<file path="config.mk">
export PLATFORM = sky130hd
export DESIGN_NAME = serial_mouse_packet_decoder
export DESIGN_NICKNAME = d
export VERILOG_FILES = /design/src/design/smpd_pkg.sv /design/src/design/smpd_sync_fsm.sv /design/src/design/smpd_pkt_fmt.sv /design/src/design/serial_mouse_packet_decoder.sv
export VERILOG_INCLUDE_DIRS = /design/src /design/src/design
export SDC_FILE = /design/constraint.sdc
export NUM_CORES = 1
export LEC_CHECK = 0
export BUFFER_PORTS_ARGS = -buffer_cell sky130_fd_sc_hd__buf_2
export CORE_MARGIN = 2
export CORE_UTILIZATION = 58
export DETAILED_ROUTE_END_ITERATION = 6
export PLACE_DENSITY = 0.86
export REMOVE_ABC_BUFFERS = 1
export SYNTH_ARGS = -nofsm -noshare
export SYNTH_HDL_FRONTEND = slang
export SYNTH_SLANG_ARGS = --single-unit
</file>
<file path="constraint.sdc">
create_clock -name clk -period 4.9 [get_ports clk]
set_clock_uncertainty 0.15 [all_clocks]
set_input_delay 1.47 -clock clk [delete_from_list [all_inputs] [get_ports clk]]
set_output_delay 1.47 -clock clk [all_outputs]
set_load 0.01 [all_outputs]
</file>
<file path="src/design/serial_mouse_packet_decoder_macros.svh">
// Assertion macros for the serial mouse packet decoder.
`ifndef SERIAL_MOUSE_PACKET_DECODER_MACROS_SVH
`define SERIAL_MOUSE_PACKET_DECODER_MACROS_SVH
`ifndef SYNTH
// Same-cycle implication, sampled on clk, off during reset
`define SMPD_ASSERT_IMP(lbl, ante, cons) \
	lbl: assert property (@(posedge clk) disable iff (!arst_n) (ante) |-> (cons)) \
		else $error("serial mouse decoder check failed");
// Next-cycle implication, sampled on clk, off during reset
`define SMPD_ASSERT_NXT(lbl, ante, cons) \
	lbl: assert property (@(posedge clk) disable iff (!arst_n) (ante) |=> (cons)) \
		else $error("serial mouse decoder check failed");
`else
`define SMPD_ASSERT_IMP(lbl, ante, cons)
`define SMPD_ASSERT_NXT(lbl, ante, cons)
`endif
`endif

</file>
<file path="src/design/smpd_pkg.sv">
// Shared types and constants for the serial mouse packet decoder.
`default_nettype none

package smpd_pkg;

	// stream widths
	localparam int unsigned IN_DATA_W  = 8;
	localparam int unsigned OUT_DATA_W = 32;

	// status codes
	localparam logic ST_PACKET   = 1'b0;
	localparam logic ST_SYNC_ERR = 1'b1;

	// packet lengths
	localparam logic [2:0] PKT_LEN_NONE = 3'd0;
	localparam logic [2:0] PKT_LEN3     = 3'd3;
	localparam logic [2:0] PKT_LEN4     = 3'd4;

	// event codes
	localparam logic [3:0] EV_LEFT_UP   = 4'd0;
	localparam logic [3:0] EV_LEFT_DN   = 4'd1;
	localparam logic [3:0] EV_MID_UP    = 4'd2;
	localparam logic [3:0] EV_MID_DN    = 4'd3;
	localparam logic [3:0] EV_RIGHT_UP  = 4'd4;
	localparam logic [3:0] EV_RIGHT_DN  = 4'd5;
	localparam logic [3:0] EV_MID2_UP   = 4'd6;
	localparam logic [3:0] EV_MID2_DN   = 4'd7;
	localparam logic [3:0] EV_MOTION    = 4'd8;
	localparam logic [3:0] EV_NONE      = 4'd9;

	// byte bit positions
	localparam int unsigned HDR_BIT   = 6;
	localparam int unsigned BTN_A_BIT = 5;  // left in byte 0, middle in byte 3
	localparam int unsigned BTN_B_BIT = 4;  // right in byte 0, middle2 in byte 3

	// packet close request from the sync logic to the formatter
	typedef struct packed {
		logic       emit;
		logic       sync_err;
		logic [2:0] nbytes;
		logic [7:0] b0;
		logic [7:0] b1;
		logic [7:0] b2;
		logic [7:0] fourth;
	} smpd_req_t;

	// one result item
	typedef struct packed {
		logic              status;
		logic [2:0]        packet_bytes;
		logic [3:0]        buttons;
		logic signed [7:0] delta_x;
		logic signed [7:0] delta_y;
		logic [3:0]        event_res;
	} smpd_res_t;

endpackage

`default_nettype wire

</file>
<file path="src/design/smpd_sync_fsm.sv">
// Header sync and byte collection for the serial mouse packet decoder.
`default_nettype none

module smpd_sync_fsm
	import smpd_pkg::*;
(
	input  wire logic       clk,
	input  wire logic       arst_n,
	input  wire logic       fire,      // current item is consumed this cycle
	input  wire logic       idle,      // item is an idle tick
	input  wire logic [7:0] rx_byte,
	output smpd_req_t       req
);

	typedef enum logic [1:0] {
		WAIT_HDR,
		GET_B1,
		GET_B2,
		HAVE3
	} phase_t;

	phase_t     phase_q;
	logic [7:0] b0_q, b1_q, b2_q;
	logic       hdr;

	assign hdr = rx_byte[HDR_BIT];

	// close request for the current item
	always_comb begin
		req.emit     = 1'b0;
		req.sync_err = 1'b0;
		req.nbytes   = PKT_LEN3;
		req.b0       = b0_q;
		req.b1       = b1_q;
		req.b2       = b2_q;
		req.fourth   = 8'd0;
		case (phase_q)
			HAVE3: begin
				req.emit = 1'b1;
				if (!idle && !hdr) begin
					req.nbytes = PKT_LEN4;
					req.fourth = rx_byte;
				end
			end
			WAIT_HDR: begin
				if (!idle && !hdr) begin
					req.emit     = 1'b1;
					req.sync_err = 1'b1;
					req.nbytes   = PKT_LEN_NONE;
				end
			end
			default: begin
			end
		endcase
	end

	// phase and held bytes
	always_ff @(posedge clk or negedge arst_n) begin
		if (!arst_n) begin
			phase_q <= WAIT_HDR;
			b0_q    <= 8'd0;
			b1_q    <= 8'd0;
			b2_q    <= 8'd0;
		end else if (fire) begin
			case (phase_q)
				GET_B1: begin
					if (!idle) begin
						b1_q    <= rx_byte;
						phase_q <= GET_B2;
					end
				end
				GET_B2: begin
					if (!idle) begin
						b2_q    <= rx_byte;
						phase_q <= HAVE3;
					end
				end
				HAVE3: begin
					if (!idle && hdr) begin
						b0_q    <= rx_byte;
						phase_q <= GET_B1;
					end else begin
						phase_q <= WAIT_HDR;
					end
				end
				default: begin
					if (!idle && hdr) begin
						b0_q    <= rx_byte;
						phase_q <= GET_B1;
					end else begin
						phase_q <= WAIT_HDR;
					end
				end
			endcase
		end
	end

endmodule

`default_nettype wire

</file>
<file path="src/design/smpd_pkt_fmt.sv">
// Button, motion and event decode for a closed serial mouse packet.
`default_nettype none

module smpd_pkt_fmt
	import smpd_pkg::*;
(
	input  wire logic      clk,
	input  wire logic      arst_n,
	input  wire logic      fire,
	input  wire smpd_req_t req,
	output smpd_res_t      res
);

	logic [3:0] prev_btn_q;
	logic [3:0] now_btn;
	logic [3:0] changed;
	logic [7:0] dx, dy;
	logic [3:0] ev;

	// motion: top two bits from the header byte
	assign dx = {req.b0[1:0], req.b1[5:0]};
	assign dy = {req.b0[3:2], req.b2[5:0]};

	// bit0 left, bit1 middle, bit2 right, bit3 middle2
	assign now_btn = {req.fourth[BTN_B_BIT], req.b0[BTN_B_BIT],
	                  req.fourth[BTN_A_BIT], req.b0[BTN_A_BIT]};
	assign changed = prev_btn_q ^ now_btn;

	// event priority: left, middle, middle2, right, then motion
	always_comb begin
		if (changed[0])
			ev = now_btn[0] ? EV_LEFT_DN : EV_LEFT_UP;
		else if (changed[1])
			ev = now_btn[1] ? EV_MID_DN : EV_MID_UP;
		else if (changed[3])
			ev = now_btn[3] ? EV_MID2_DN : EV_MID2_UP;
		else if (changed[2])
			ev = now_btn[2] ? EV_RIGHT_DN : EV_RIGHT_UP;
		else if (dx != 8'd0 || dy != 8'd0)
			ev = EV_MOTION;
		else
			ev = EV_NONE;
	end

	// result fields; a sync error carries only its status
	always_comb begin
		if (req.sync_err) begin
			res.status       = ST_SYNC_ERR;
			res.packet_bytes = PKT_LEN_NONE;
			res.buttons      = 4'd0;
			res.delta_x      = 8'sd0;
			res.delta_y      = 8'sd0;
			res.event_res    = EV_NONE;
		end else begin
			res.status       = ST_PACKET;
			res.packet_bytes = req.nbytes;
			res.buttons      = now_btn;
			res.delta_x      = dx;
			res.delta_y      = dy;
			res.event_res    = ev;
		end
	end

	// button state of the last decoded packet
	always_ff @(posedge clk or negedge arst_n) begin
		if (!arst_n) begin
			prev_btn_q <= 4'd0;
		end else if (fire && req.emit && !req.sync_err) begin
			prev_btn_q <= now_btn;
		end
	end

endmodule

`default_nettype wire

</file>
<file path="src/design/serial_mouse_packet_decoder.sv">
// A result passes the input register, then the decode logic, into the result register.
// Throughput: one input transaction per cycle while m_axis is not stalled, set by the single input
// register feeding one level of decode logic into the result register.
// Reset (arst_n low, asynchronous): waits for a header, all buttons up,
// both stages empty.
`default_nettype none
`include "serial_mouse_packet_decoder_macros.svh"

module serial_mouse_packet_decoder
	import smpd_pkg::*;
(
	input  wire logic                  clk,
	input  wire logic                  arst_n,
	input  wire logic                  s_axis_tvalid,
	output logic                       s_axis_tready,
	input  wire logic [IN_DATA_W-1:0]  s_axis_tdata,   // [7:0] rx_byte
	input  wire logic                  s_axis_tuser,   // [0] idle tick
	output logic                       m_axis_tvalid,
	input  wire logic                  m_axis_tready,
	output logic [OUT_DATA_W-1:0]      m_axis_tdata,   // [2:0] packet_bytes, [6:3] buttons,
	                                                   // [14:7] delta_x, [22:15] delta_y,
	                                                   // [26:23] event_res, [31:27] zero
	output logic                       m_axis_tuser    // [0] status
);

	logic       in_valid_s1;
	logic       idle_s1;
	logic [7:0] byte_s1;
	logic       adv;
	logic       out_valid_q;
	smpd_req_t  req;
	smpd_res_t  res;
	smpd_res_t  res_q;

	// input stage moves on when the result slot is free or draining
	assign adv           = in_valid_s1 && (!out_valid_q || m_axis_tready);
	assign s_axis_tready = !in_valid_s1 || adv;

	// input register
	always_ff @(posedge clk or negedge arst_n) begin
		if (!arst_n) begin
			in_valid_s1 <= 1'b0;
		end else if (s_axis_tready) begin
			in_valid_s1 <= s_axis_tvalid;
		end
	end

	always_ff @(posedge clk) begin
		if (s_axis_tready && s_axis_tvalid) begin
			idle_s1 <= s_axis_tuser;
			byte_s1 <= s_axis_tdata;
		end
	end

	smpd_sync_fsm u_sync (
		.clk     (clk),
		.arst_n  (arst_n),
		.fire    (adv),
		.idle    (idle_s1),
		.rx_byte (byte_s1),
		.req     (req)
	);

	smpd_pkt_fmt u_fmt (
		.clk    (clk),
		.arst_n (arst_n),
		.fire   (adv),
		.req    (req),
		.res    (res)
	);

	// result register
	always_ff @(posedge clk or negedge arst_n) begin
		if (!arst_n) begin
			out_valid_q <= 1'b0;
		end else if (adv && req.emit) begin
			out_valid_q <= 1'b1;
		end else if (m_axis_tready) begin
			out_valid_q <= 1'b0;
		end
	end

	always_ff @(posedge clk) begin
		if (adv && req.emit) begin
			res_q <= res;
		end
	end

	assign m_axis_tvalid = out_valid_q;
	assign m_axis_tuser  = res_q.status;
	assign m_axis_tdata  = {5'd0, res_q.event_res, res_q.delta_y, res_q.delta_x,
	                        res_q.buttons, res_q.packet_bytes};

	// checks
	`SMPD_ASSERT_IMP(a_sync_err_empty, out_valid_q && res_q.status == ST_SYNC_ERR, res_q.packet_bytes == PKT_LEN_NONE && res_q.event_res == EV_NONE)
	`SMPD_ASSERT_IMP(a_pkt_len, out_valid_q && res_q.status == ST_PACKET, res_q.packet_bytes == PKT_LEN3 || res_q.packet_bytes == PKT_LEN4)
	`SMPD_ASSERT_NXT(a_in_held, in_valid_s1 && !adv, in_valid_s1)
	`SMPD_ASSERT_IMP(a_ready_when_empty, !out_valid_q, s_axis_tready)

endmodule

`default_nettype wire
</file>
# Word level (Yosys, flattened, before mapping)
# Cells that the tools add are included.
# classes
eq_ne	5
mux	23
bitwise	3
n_reduce_logical	23
# op_table
op	count
2-to-1 mux 28 bit	1
2-to-1 mux 4 bit	4
nonzero test 8 bit	2
2-to-1 mux 6 bit	2
AND reduction 3 bit	4
2-to-1 mux 1 bit	9
logical AND 1 bit	6
one-hot mux 3 bit (2 select lines)	1
logical NOT 1 bit	5
2-to-1 mux 5 bit	1
== test 2 bit, second input constant	2
2-to-1 mux 2 bit	2
!= test 2 bit, second input constant	2
one-hot mux 2 bit (2 select lines)	1
bitwise XOR 4 bit	1
logical OR 1 bit	3
2-to-1 mux 3 bit	1
== test 2 x 1 -> 1 bit, second input constant	1
logical NOT 2 bit	1
NOT 1 bit	2
one-hot mux 1 bit (2 select lines)	1
nonzero test 2 bit	1
OR reduction 2 bit	1
# word_totals
register_bits	62
output_inout_bits	35
elab_cells	69

# Logic depth before layout (Yosys ltp)
# logic_depth
depth_word	10
mapped_depth	6

# By module
# From an unflattened synthesis, not the netlist that was laid out.
# hier_totals
cells_unflattened	201
area_unflattened_um2	2907.8
# by_module_without_submodules
module	instances	cells_each	area_per_inst_um2
serial_mouse_packet_decoder	1	53	1261.2
smpd_sync_fsm	1	86	1187.4
smpd_pkt_fmt	1	62	459.2

# Worst setup path after synthesis
# Ideal clock, no wire load.
# synth_timing
kind	input -> output
startpoint	input port m_axis_tready
endpoint	output port s_axis_tready
t_arrival_ns	1.679
setup_slack_ns	1.601
stages	1
n_path_buf	0
path_cell_list	nand3b_1
# synth_between
elab_chain_len	3
# synth_lines
item	line_no	rtl
from (decl)	serial_mouse_packet_decoder.sv:19	input wire logic m_axis_tready,
logical OR 1 bit	serial_mouse_packet_decoder.sv:36	assign adv = in_valid_s1 && (!out_valid_q || m_axis_tready);
logical AND 1 bit	serial_mouse_packet_decoder.sv:36	
logical OR 1 bit	serial_mouse_packet_decoder.sv:37	assign s_axis_tready = !in_valid_s1 || adv;
to (decl)	serial_mouse_packet_decoder.sv:15	output logic s_axis_tready,
# No other way between the ends.

# Worst setup path after layout
# Same ends and word-level chain as after synthesis.

==> results.toml <==
[logic_synthesis]
ys_seq_area_frac = 0.6713
synth_top_area_cell = "edfxtp_1"
yosysUniqueCellTypes = 34
ys_warn_count = 0
ys.flop_type = "edfxtp_1"
avgSynthCellArea_um2 = 14.40
ys_seq_elements = 61
netlist_area_um2 = 2535
synthArstFlopShare = 0.4262
synth_area_leaders = "edfxtp_1 (41%), dfrtp_1 (26%), mux2_2 (8.0%), and2_1 (4.7%), ha_1 (2.0%)"
synthCells = 176
synth_edf_count = 35
synth.top_cell.area_share = 0.4146

[global_routing]
grtUsageTotal = 0.1923
grt_first_pass_wirelength_um = 6831
grt_max_degree = 28
grt_pass1_vias = 1434
antenna_found_initial = 0
grt_remaining_overflow = 0

[outcome]
run_status = "completed"

[worst_setup_path]
cp_max_fo = 3
required_ns = 3.28
worst_setup_path_start_kind = "primary input"
cp-end-kind = "output port"
path_class = "in -> out"
critical_path_arrival_ns = 1.91

[route]
top_layer = "met4"
wl_per_cell_um = 14.68
vias = 1469
drt_iter0_drc = 175
wl_met2_um = 2021
wl_met3_um = 232
dr.pass1.iters = 4
route.detailed.drc = 0
wl_met1_um = 1769
ant_nets = 0
routed_wl_um = 4109
via_per_inst = 5.246

[place]
placed_area_um2 = 2756
routabilityCongestion = 0.7763
portBuffers = 41
place_inst = 264
dp_hpwl_um = 2863

[min_path]
hp-class = "reg -> reg"

[timing]
final_hold_viol_count = 0
rsz0062_at_grt = "no"
final.min_clock_period_ns = 3.529
slew_violations = 0
fmaxAchievable_ghz = 0.2834
fin_hold_ws_ns = 0.3785
worst_pin_slew_ns = 0.9980
slew_headroom = 0.3339
timing.final.crit_share = 0.7202
setup_viol = 0
setup_tns_ns = 0

[clocking]
cts_tree = "built"
cts_buffer_depth = 2
clock_sinks = 61
post_cts_buffers = 0
clkTransAtPathRegs_ns = 0.06
clock_latency_ns = 0.33
htreeDepth = 3
clock-root-buffer = "clkbuf_8"
post_cts_resize_count = 0
postCtsHoldBufs = 0
cts_buffers = 9

[layout]
drive_above_1_share = 0.3333
area_delta_synth_final_pct = 15.10
final_nets = 240
finalInstanceArea_um2 = 2918
diodes = 0
fillCellCount = 308
instances_no_fill = 280

[floorplan]
die-area_um2 = 4915
die_w_um = 70.11
core_um2 = 4294
initial_core_util = 0.5903
fp.dieH_um = 70.11
ioPinCount = 48
row_count = 24

[pwr]
ir_drop_v = 0.0003289
p_leak_nw = 1.234
power.density_nw_per_um2 = 589.1

[flow_run]
cap_violations = 0
-- Yosys cell counts (2+ instances only) --
cell type,n
edfxtp_1,35
dfrtp_1,26
and2_1,19
mux2_2,18
nand2_1,8
inv_1,7
nor2_1,7
buf_4,6
ha_1,4
nand3_1,4
nor4_1,4
a21oi_1,3
nand2b_1,3
o21ai_0,3
xnor2_1,3
a31oi_1,2
and3_1,2
clkbuf_1,2
mux2_4,2
mux2i_1,2
nand3b_1,2
nor2b_1,2
-- path summary, 6_finish.rpt --
check | start | endpoint | slack, ns | cells after the start
max reg2reg | u_sync.phase_q[0] | m_axis_tdata[23] | 2.26 | 6
max in group asynchronous | arst_n | u_sync.b2_q[4] | 3.23 | 1
min reg2reg | u_sync.b0_q[3] | u_sync.b0_q[3] | 0.38 | 1
min in group asynchronous | arst_n | u_fmt.prev_btn_q[0] | 0.99 | 1
min | u_sync.b0_q[3] | u_sync.b0_q[3] | 0.38 | 1
max | m_axis_tready | s_axis_tready | 1.37 | 3
-- metal layers --
| layer | vias up | track usage |
|---|---|---|
| met5 | - | 0 |
| met4 | 0 | 0.1090 |
| met3 | 9 | 0.07504 |
| met2 | 47 | 0.2836 |
| met1 | 704 | 0.2442 |
| li1 | 709 | - |
-- cell families (layout without fill, tap and decap cells) --
logic type,after synthesis,in the layout,share of synthesized area
compound gates,13,13,0.03109
xor+xnor,3,3,0.01037
fa+ha+maj,4,4,0.01974
buf+inv,16,64,0.03554
flops,61,61,0.6713
mux,22,22,0.09970
other cells,1,5,0.001479
simple gates,56,56,0.1308
-- power breakdown --
part | switching [mW] | leakage, nW | internal, mW
registers | 0.109 | 0.639 | 0.750
clock network | 0.171 | 0.0821 | 0.195
logic | 0.250 | 0.513 | 0.243
-- final cells by class --
class                   count  area (um2)  share of cell area
inverters                   7       26.28            0.009005
clock inverters             2       8.758            0.003002
multi-input cells         103       758.2              0.2599
clock buffers              14       152.6             0.05232
flip-flops and latches     61        1702              0.5832
well taps                  52       65.06             0.02230
repair buffers             41       205.2             0.07033
-- flip-flops by register name (all words and copies together), names as in the netlist --
name,cells
m_axis_tvalid,1
byte_s1,7
u_sync.b2_q,6
in_valid_s1,1
u_sync.phase_q,2
u_sync.b1_q,6
u_sync.b0_q,6
u_fmt.prev_btn_q,4
m_axis_tuser,1
m_axis_tdata,26
idle_s1,1
-- stage by stage --
stage / util / power (mW) / setup WS (ns)
6_report: 0.6795 / 1.719 / 1.371
5_1_grt: 0.6795 / 1.829 / 1.338
4_1_cts: 0.6795 / 1.731 / 1.376
3_5_place_dp: 0.6419 / 1.360 / 1.382
3_3_place_gp: 0.6419 / 1.322 / 1.388
2_1_floorplan: - / 1.204 / 1.601
-- critical path, stage by stage --
cell	delay, ns
buf_2	0.10
nand3b_1	0.18
buf_2	0.16
-- placed cells by master (no fill, tap or decap), types with 2 or more instances in the layout --
cell,synthesis,routed
dfrtp_1,26,26
nand2b_1,3,3
a31oi_1,2,2
a21oi_1,3,3
and2_1,19,19
clkbuf_1,2,4
mux2_2,18,18
ha_1,4,4
nand3_1,4,4
conb_1,1,5
clkbuf_8,0,10
o21ai_0,3,3
nor2_1,7,7
edfxtp_1,35,35
mux2i_1,2,2
buf_2,0,41
nor4_1,4,4
mux2_4,2,2
xnor2_1,3,3
inv_1,7,7
and3_1,2,2
nand3b_1,2,2
nor2b_1,2,2
nand2_1,8,8
Note: power is estimated with default switching activity, not from simulation.
